[src/hdl/smme_pkg.sv]
`default_nettype none

package smme_pkg;

   localparam int SAMPLE_BITS   = 24;
   localparam int BIN_IDX_BITS  = 9;
   localparam int COEFF_BITS    = 16;
   localparam int CSR_ADDR_BITS = 3;
   localparam int CSR_DATA_BITS = 32;

   localparam logic CMD_ADD   = 1'b0;
   localparam logic CMD_CLEAR = 1'b1;

   localparam logic CSR_IDX_SMOOTH_COEFF  = 1'b0;
   localparam logic CSR_IDX_DEFAULT_VALUE = 1'b1;

   typedef struct packed {
      logic                          cmd;
      logic [BIN_IDX_BITS-1:0]       bin_index;
      logic signed [SAMPLE_BITS-1:0] sample_value;
   } req_type;

   typedef struct packed {
      logic [BIN_IDX_BITS-1:0]       bin_out;
      logic signed [SAMPLE_BITS-1:0] min_value;
      logic signed [SAMPLE_BITS-1:0] max_value;
      logic signed [SAMPLE_BITS-1:0] avg_value;
   } rsp_type;

   typedef struct packed {
      logic [COEFF_BITS-1:0]         smooth_coeff;
      logic signed [SAMPLE_BITS-1:0] default_value;
   } cfg_type;

   typedef struct packed {
      logic                          valid;
      logic signed [SAMPLE_BITS-1:0] min_value;
      logic signed [SAMPLE_BITS-1:0] max_value;
   } entry_type;

endpackage

`default_nettype wire

[src/hdl/smme_blend.sv]
`default_nettype none

module smme_blend (
   input  wire logic                                    clock,
   input  wire logic                                    load,
   input  wire logic                                    update,
   input  wire logic signed [smme_pkg::SAMPLE_BITS-1:0] sample,
   input  wire logic signed [smme_pkg::SAMPLE_BITS-1:0] old,
   input  wire logic        [smme_pkg::COEFF_BITS-1:0]  coeff,
   output logic signed      [smme_pkg::SAMPLE_BITS-1:0] result
);

   localparam int DW = smme_pkg::SAMPLE_BITS + 1;
   localparam int CW = smme_pkg::COEFF_BITS + 1;
   localparam int PW = DW + CW;
   localparam int SW = PW - smme_pkg::COEFF_BITS + 1;

   // The blend equals sample + floor((old - sample) * c / 2^16).
   logic signed [DW-1:0] diff;
   logic signed [PW-1:0] prod_in;
   logic signed [PW-1:0] prod_ff;
   logic                 update_ff;
   logic signed [smme_pkg::SAMPLE_BITS-1:0] old_ff;
   logic signed [smme_pkg::SAMPLE_BITS-1:0] sample_ff;
   logic signed [SW-1:0] sum;

   assign diff    = DW'(old) - DW'(sample);
   assign prod_in = PW'(diff) * PW'(signed'({1'b0, coeff}));

   always_ff @(posedge clock) begin
      if (load) begin
         prod_ff   <= prod_in;
         update_ff <= update;
         old_ff    <= old;
         sample_ff <= sample;
      end
   end

   assign sum    = SW'(sample_ff) + SW'(prod_ff >>> smme_pkg::COEFF_BITS);
   assign result = update_ff ? sum[smme_pkg::SAMPLE_BITS-1:0] : old_ff;

endmodule

`default_nettype wire

[config.mk]
export PLATFORM = sky130hd
export DESIGN_NAME = smme_blend
export DESIGN_NICKNAME = d
export VERILOG_FILES = /design/src/hdl/smme_pkg.sv /design/src/hdl/smme_blend.sv
export SDC_FILE = /design/constraint.sdc
export NUM_CORES = 1
export LEC_CHECK = 0
export BUFFER_PORTS_ARGS = -buffer_cell sky130_fd_sc_hd__buf_2
export CAP_MARGIN = 20
export CORE_AREA = 4 4 158 274
export CTS_BUF_LIST = sky130_fd_sc_hd__clkbuf_4
export CTS_CLUSTER_DIAMETER = 120
export DETAILED_ROUTE_END_ITERATION = 6
export DIE_AREA = 0 0 162 278
export PLACE_DENSITY = 0.59
export RECOVER_POWER = 50
export SLEW_MARGIN = 5
export SYNTH_ARGS = -nofsm -noshare
export SYNTH_HDL_FRONTEND = slang
export SYNTH_SLANG_ARGS = --single-unit
[constraint.sdc]
create_clock -name clock -period 12.1 [get_ports clock]
set_input_delay 1.815 -clock clock [delete_from_list [all_inputs] [get_ports clock]]
set_output_delay 1.815 -clock clock [all_outputs]
set_load 0.1 [all_outputs]
==> metrics <==
number of CTS-inserted buffers 9; share of layout cells above drive strength 1 5.95%; Total Wirelength 50200 um; routed vias 13600; critical path arrival 10.27 ns; Fin. Hold Viols 0; Nets 2631; cell count after synthesis 1998; first-pass GRT wire length 81400 um; #FFs+latches synth 73; Sink Count 73; DIE AREA 0.0450 mm2; final setup vio count 0; largest net degree at the start of global routing 74; worst-path fanout max 16; share of the synthesized area in the top cell type 40.0%; Worst Setup SP sample[1]; Syn Std Cell Area 0.0187 mm2; RSZ-0062 raised after global routing false; global route total overflow 0; synth top area cells fa_1 40%, edfxtp_1 12%, inv_1 9.9%; syn nets 2582; Data required, critical path 12.30 ns; row count 98; Ys Warns 0; met2 Track Usage GR 48.2%; Vias per Instance 5.24; most common cell in the synthesized netlist inv_1; Routability Congestion 0.879; sequential share of the synthesized area 11.7%; fillers 4051; Worst Max-Slew Pin Slew 4.27 ns; Yosys top cell by area fa_1; CTS hold repair buffers 0; violated checks capacitance limit, slew limit; Slew headroom -184%; type of the most critical hold path in2reg; met3 usage 1.56%; # resized after CTS 0; TritonCTS clock tree built; drt first-iter violations 653; post-CTS setup buffers 0; CP peak stage delay 0.64 ns; Max Clk Rate 0.0993 GHz; Ports 91; Reg clk slew, reported paths 0.14 ns; CTS H-Tree Depth 3; Critical-path top delay cell nand3_1; Post-synth ARST share 0%; post-synthesis cell type count 70; Tmin final 10.07 ns; startpoint type of the worst setup path input port; maximum clock path buffer count 2; Post-DP HPWL 40600 um; CORE AREA 0.0410 mm2; DR pass1 iterations 4; # port buffers 90; GR peak layer met2; hold path depth 1; WL/cell 19.3 um; Remaining DRCs 0; Final Max Slew Viols 74; met1 usage 22.8%; Post-synth EDFFs 73; worst hold start update; GRT Total Usage 23.2%; Area Overhead vs Synth 6.06%; Max-Cap Viols 1; Starting Density 45.6%; Crit Path Class in2reg; Die H 278 um; via count of the first global-routing pass 15300; clock tree root buffer cell clkbuf_4; Top cell by count, worst path fa_1; Min-Delay Endpoint update_ff$_DFFE_PP_; most frequent cells after synthesis 491 x inv_1, 373 x fa_1, 225 x nand2_1; outcome complete, but fails checks; die width 162 um; Critical Path Sink Type register; Mapped Avg Cell Area 9.35 um2; Setup TNS 0 ns; initial antenna violation count 0; Post-DRT Antenna Nets 0; Final Cycle Share 83.2%; Post-synth top flop edfxtp_1
worst max-delay path, delay by kind of cell:
| kind | cells | cell delay [ns] |
|---|---|---|
| xor+xnor | 1 | 0.19 |
| compound gates | 13 | 2.70 |
| buf+inv | 6 | 0.46 |
| fa+ha+maj | 8 | 3.72 |
| simple gates | 4 | 1.39 |
worst max-delay path by stage:
| stage | endpoint | depth (start not counted) |
|---|---|---|
| floorplan | prod_ff[39]$_DFFE_PP_ | 32 |
| global placement | prod_ff[39]$_DFFE_PP_ | 29 |
| detailed placement | prod_ff[39]$_DFFE_PP_ | 32 |
| CTS | prod_ff[39]$_DFFE_PP_ | 29 |
| global route | prod_ff[39]$_DFFE_PP_ | 32 |
| finish | prod_ff[39]$_DFFE_PP_ | 32 |
layout by cell type, fill, tap and decap left out, types with 4 or more instances in the layout:
| master | instances |
|---|---|
| a211oi_1 | 7 |
| a21o_1 | 36 |
| a21oi_1 | 50 |
| a31oi_1 | 4 |
| and2_1 | 159 |
| and3_1 | 7 |
| and3b_1 | 10 |
| buf_2 | 43 |
| buf_4 | 16 |
| clkbuf_1 | 47 |
| clkbuf_4 | 9 |
| edfxtp_1 | 73 |
| fa_1 | 373 |
| ha_1 | 144 |
| inv_1 | 491 |
| maj3_1 | 5 |
| mux2_2 | 16 |
| nand2_1 | 225 |
| nand2b_1 | 13 |
| nand3_1 | 9 |
| nand3b_1 | 12 |
| nand4_1 | 9 |
| nor2_1 | 46 |
| nor2b_1 | 31 |
| nor3_1 | 16 |
| o211ai_1 | 4 |
| o21a_1 | 9 |
| o21ai_0 | 40 |
| o21ai_1 | 4 |
| o21bai_1 | 6 |
| or2_2 | 4 |
| xnor2_1 | 46 |
| xnor2_2 | 7 |
| xor2_1 | 18 |
state kept, by name, summed over array words and instances, names as in the netlist:
register   count
prod_ff       24
sample_ff     24
update_ff      1
old_ff        24
logic make-up after synthesis:
family / count (synthesis) / share of synthesized area [%]
muxes: 19 / 1.13
adders and majority gates: 522 / 49.9
AOI/OAI and AO/OA: 201 / 7.44
xor gates and xnor gates: 74 / 3.58
DFF: 73 / 11.7
and+or+nand+nor: 549 / 14.9
buffers and inverters: 560 / 11.3
layout make-up:
class	count	area [um2]	share of cell area (%)
flip-flops and latches	73	2190	11.1
clock buffers	9	67.6	0.341
clock inverters	7	55.1	0.278
multi-input cells	1365	14400	72.9
well taps	550	688	3.47
repair buffers	107	523	2.64
inverters	491	1840	9.31
diodes	1	2.50	0.0126
layer usage:
metal,wire length [um],vias up
met5,0,-
met4,2780,0
met3,1360,136
met2,30000,331
met1,16100,7013
li1,-,6150
stage by stage:
stage	hold WS (ns)	utilization (%)	worst slack [ns]	instances	cell area [um2]
detailed placement	2.00	48.2	1.63	2586	19700
finish	1.54	48.4	2.03	2603	19800
floorplan	1.91	-	2.78	1998	18700
CTS	1.51	48.5	2.10	2602	19900
global placement	1.99	48.2	1.72	2585	19700
global route	1.50	48.4	1.60	2602	19800
Power is left out: the tool's default activity adds up to more than one toggle a clock period on the data nets, which glitch-free logic cannot reach.
