$ cat config.mk
export PLATFORM = sky130hd
export DESIGN_NAME = smme_csr
export DESIGN_NICKNAME = d
export VERILOG_FILES = /design/src/hdl/smme_pkg.sv /design/src/hdl/smme_csr.sv
export SDC_FILE = /design/constraint.sdc
export NUM_CORES = 1
export LEC_CHECK = 0
export ABC_AREA = 1
export BUFFER_PORTS_ARGS = -buffer_cell sky130_fd_sc_hd__buf_2
export CAP_MARGIN = 20
export CORE_ASPECT_RATIO = 0.6
export CORE_MARGIN = 2
export CORE_UTILIZATION = 40
export DETAILED_ROUTE_END_ITERATION = 10
export PLACE_DENSITY = 0.77
export RECOVER_POWER = 100
export SLEW_MARGIN = 20
export SYNTH_ARGS = -nofsm -noshare
export SYNTH_HDL_FRONTEND = slang
export SYNTH_SLANG_ARGS = --single-unit
$ cat constraint.sdc
create_clock -name clock -period 0.8 [get_ports clock]
set_input_delay 0.16 -clock clock [delete_from_list [all_inputs] [get_ports clock]]
set_output_delay 0.16 -clock clock [all_outputs]
set_load 0.01 [all_outputs]
$ cat src/hdl/smme_pkg.sv
`default_nettype none

package smme_pkg;

   localparam int SAMPLE_BITS   = 24;
   localparam int BIN_IDX_BITS  = 9;
   localparam int COEFF_BITS    = 16;
   localparam int CSR_ADDR_BITS = 3;
   localparam int CSR_DATA_BITS = 32;

   localparam logic CMD_ADD   = 1'b0;
   localparam logic CMD_CLEAR = 1'b1;

   localparam logic CSR_IDX_SMOOTH_COEFF  = 1'b0;
   localparam logic CSR_IDX_DEFAULT_VALUE = 1'b1;

   typedef struct packed {
      logic                          cmd;
      logic [BIN_IDX_BITS-1:0]       bin_index;
      logic signed [SAMPLE_BITS-1:0] sample_value;
   } req_type;

   typedef struct packed {
      logic [BIN_IDX_BITS-1:0]       bin_out;
      logic signed [SAMPLE_BITS-1:0] min_value;
      logic signed [SAMPLE_BITS-1:0] max_value;
      logic signed [SAMPLE_BITS-1:0] avg_value;
   } rsp_type;

   typedef struct packed {
      logic [COEFF_BITS-1:0]         smooth_coeff;
      logic signed [SAMPLE_BITS-1:0] default_value;
   } cfg_type;

   typedef struct packed {
      logic                          valid;
      logic signed [SAMPLE_BITS-1:0] min_value;
      logic signed [SAMPLE_BITS-1:0] max_value;
   } entry_type;

endpackage

`default_nettype wire

$ cat src/hdl/smme_csr.sv
`default_nettype none

module smme_csr (
   input  wire logic                                 clock,
   input  wire logic                                 reset,
   input  wire logic                                 psel,
   input  wire logic                                 penable,
   input  wire logic                                 pwrite,
   input  wire logic [smme_pkg::CSR_ADDR_BITS-1:0]   paddr,
   input  wire logic [smme_pkg::CSR_DATA_BITS-1:0]   pwdata,
   output logic      [smme_pkg::CSR_DATA_BITS-1:0]   prdata,
   output logic                                      pready,
   output smme_pkg::cfg_type                         cfg
);

   smme_pkg::cfg_type cfg_ff;
   logic              csr_index;
   logic              wr_beat;

   assign csr_index = paddr[2];
   assign wr_beat   = psel && penable && pwrite;
   assign pready    = 1'b1;
   assign cfg       = cfg_ff;

   always_ff @(posedge clock) begin
      if (reset) begin
         cfg_ff <= '0;
      end else if (wr_beat) begin
         case (csr_index)
            smme_pkg::CSR_IDX_SMOOTH_COEFF: begin
               cfg_ff.smooth_coeff <= pwdata[smme_pkg::COEFF_BITS-1:0];
            end
            smme_pkg::CSR_IDX_DEFAULT_VALUE: begin
               cfg_ff.default_value <= pwdata[smme_pkg::SAMPLE_BITS-1:0];
            end
            default: begin
            end
         endcase
      end
   end

   always_comb begin
      case (csr_index)
         smme_pkg::CSR_IDX_SMOOTH_COEFF: begin
            prdata = smme_pkg::CSR_DATA_BITS'(cfg_ff.smooth_coeff);
         end
         smme_pkg::CSR_IDX_DEFAULT_VALUE: begin
            prdata = smme_pkg::CSR_DATA_BITS'(unsigned'(cfg_ff.default_value));
         end
         default: begin
            prdata = '0;
         end
      endcase
   end

endmodule

`default_nettype wire

==> results.md <==
- Instance area at placement: ~2600 sq um
- CP delay by family, top: flip-flops
- Hold Fails Final Rpt: 0
- Antenna violations before repair: 0
- Setup slack of the critical path after layout: -0.261 ns
- Layout Cells excl Fill: ~500
- Clock transition at the register clock pins on the worst setup and hold paths after CTS: approximately 0.07 ns
- Sequential Power Share: 0.467
- Ratio of final minimum period to clock period: 1.33
- Share of cells above drive strength 1: 0.426
- Cell taking the most area after synthesis: dfxtp_1
- Post-Route WL: between 5000 and 6000 um
- Worst Setup Path Type: register to primary output
- Cell with the most instances on the worst path: nand2_1
- Fraction of the mapped netlist area in adder cells: 0
- Row count: 19
- Max-slew violations: 0
- Clock power share: 0.348
- Cell area after technology mapping: 2000 sq um
- Cell types occupying the most area after synthesis: dfxtp_1 40%, nand2_1 18%, nor2_1 15%
- Number of flip-flops in the largest register: 40
- CTS tree: yes
- Setup repair after global routing missed its margin: true
- Critical path capture point type: primary output
- Number of instances in the synthesized netlist: 326
- Power density over the cells: ~1400 nW/um^2
- Hold Crit Start: pwdata[18]
- Data required, critical path: ~0.64 ns
- Clock root cell: clkbuf_8
- Detailed placement HPWL: between 3000 and 4000 um
- Crit-path slowest cell: dfxtp_2
- Status: finished with violations
- Wire length of the first global-routing pass: 8550 um
- Synthesis Warnings: 0
- Switching power summed over all nets: 0.00117 W
- Die Wd: ~95 um
- Violations in the final reports: setup timing
- CP Launch Type: register
- Pin count of the biggest net entering global routing: 41
- Area grow syn2layout: 61.7%
- Combinational fraction of design power: 0.185
- Top cell type's share of synthesized area: 0.401
- I/O pin cnt: 113
- Worst Path Buf+Inv: 1
- Standard cell core area: roughly 4700 sq um
- Antenna diodes: 0
- Buffers on Ports: just over 90
- Instance count after placement with tap cells included: 472
- Avg Cell Area, Syn: a little over 6 sq um
- Vias after detailed routing: about 2,300
- Total overflow reported by the global router: 0
- Final antenna-violating net count: 0
- Die H: 58.8 um
- Net total in the final layout: about 480
- Crit Reg-Reg Endpoint: cfg[38]$_SDFFE_PP0P_
- Number of fillers in the final layout: 403
- Worst slack on hold paths: between 0.15 and 0.2 ns
- Synth Area in XOR/XNOR: 0
- Post-detailed-route wirelength per cell: between 10 and 15 um
- FF/Latch Area: 856 sq um
- Final design utilization: 0.690
- Sequential share of the synthesized area: 0.401
- Switching share of power: 0.255
- Total global routing track utilization: 0.194
- Final setup skew: 0 ns
- Share of synthesized area spent on multiplexers: 0
- DRC violation total after the first TritonRoute iteration: 67
- CTS Hold Buffers Added: 0
- Signal arrival time at the worst endpoint: around 0.9 ns
- Min-Delay Path Class: primary input to register
- Complex-gate fraction of the synthesized area: 0
- Post-synthesis share of cell area spent on and, or, nand and nor gates: 0.451
- Terminating pin of the worst hold path: cfg[18]$_SDFFE_PP0P_
- Via count of the first global-routing pass: between 1,500 and 2,000
- DRC Markers: 0
- CP cell instances: nand2_1, nand2_1, buf_2
- GP Congestion: between 0.7 and 0.8
- Shortest clock period the worst path allows after layout: 1.06 ns
- Internal cell power: between 0.003 and 0.004 W
- H-tree levels: 2
- Reg-to-reg critical path startpoint: cfg[38]$_SDFFE_PP0P_
- Maximum operating frequency: between 0.9 and 1 GHz
- Yosys cell types: 13
- Critical path peak fanout: 3
- Detailed-router iteration count before antenna repair: 4
- TritonCTS Buffers: 5
- # Max-Cap Violations: 0
- Via-to-Cell Ratio: 4.51
- Final instance area: around 3200 sq um
- Largest family of logic cells by synthesized area: simple AND/OR/NAND/NOR gates
- Sink Count: 40
- Final setup violating endpoints: 64
- Bufs on Longest Clock Path: 2
- Hold-critical path depth: 5
- Leak Pwr: roughly 1.8 nW
- Slack of the worst reg-to-reg path: around 0.070 ns
- Flops & latches, synth: 40
- Starting Density: 0.427
- Clk_lat worst skew: around 0.28 ns
- Multi-input combinational cell area: approximately 950 sq um
- Worst vdd rail ir drop: between 0.6 and 0.7 mV
- Depth of the most critical reg-to-reg path: 3
- Total Die Area: around 5600 sq um
- Peak per-stage delay on the critical path: around 0.37 ns
[stage by stage]
stage                     setup TNS (ns)  power, W  setup WS (ns)
after CTS                          -9.75   0.00452         -0.233
after global placement             -9.15   0.00284         -0.162
after detailed placement           -9.94   0.00285         -0.179
final                             -11.11   0.00458         -0.261
after global routing              -15.81   0.00485         -0.328
after floorplan                   -0.932   0.00258        -0.0290
[metal layers]
metal,track usage,share of wire
met1,0.244,0.45
met5,0,0
met2,0.342,0.48
met3,0.0499,0.065
met4,0.0373,0.0028
[synth_stat cells, drive strengths merged]
| library cell | count |
|---|---|
| clkbuf | 4 |
| nand3 | 41 |
| buf | 24 |
| nand2 | 97 |
| dfxtp | 40 |
| nor2 | 83 |
| inv | 35 |
| conb | 2 |
[tightest hold or removal path, cell delays in order]
cell and delay, ns:
buf_2 0.10, inv_1 0.04, nand3_1 0.06, nand2_1 0.06
nor2_1 0.03
[final cells by class]
type | instances | share of cell area
repair buffers | 126 | 0.342
multi-input cells | 230 | 0.295
flip-flops and latches | 40 | 0.265
inverters | 35 | 0.0406
well taps | 63 | 0.0244
clock buffers | 6 | 0.0224
clock inverters | 2 | 0.0108
[what timing repair did]
item                       4_1_cts  5_1_grt
buffers inserted                 2       20
resized for setup               74       33
setup endpoints to repair       64       64
pin swaps                       22       10
gates cloned                     0        0
[power by group through the flow]
stage               logic [W]  registers (W)  clock network (W)
global placement     0.000679        0.00216                  0
global route         0.000939        0.00215            0.00177
finish               0.000849        0.00214            0.00160
floorplan            0.000396        0.00218                  0
detailed placement   0.000689        0.00216                  0
CTS                  0.000760        0.00214            0.00162
[logic make-up (layout without fill, tap and decap cells)]
| group | after synthesis | in the layout |
|---|---|---|
| other cells | 2 | 9 |
| simple gates | 221 | 221 |
| flops | 40 | 40 |
| buf+inv | 63 | 169 |
[worst max path at each step]
stage	depth (start not counted)	startpoint	to
finish	3	cfg[39]$_SDFFE_PP0P_	prdata[15]
global route	3	cfg[3]$_SDFFE_PP0P_	prdata[3]
CTS	3	cfg[25]$_SDFFE_PP0P_	prdata[1]
detailed placement	6	paddr[2]	prdata[1]
global placement	7	psel	cfg[21]$_SDFFE_PP0P_
floorplan	4	paddr[2]	prdata[10]
[placed cells by master (no fill, tap or decap)]
master	n
nor2_4	2
nor2_1	81
clkbuf_1	1
buf_6	57
dfxtp_4	2
buf_2	52
inv_2	3
clkbuf_8	5
nand3_2	1
nand3_1	40
inv_1	32
dfxtp_2	38
nand2_2	8
conb_1	9
clkinv_2	1
nand2_1	89
buf_12	6
bufinv_16	1
buf_4	11
Power figures use the tool's default switching activity.
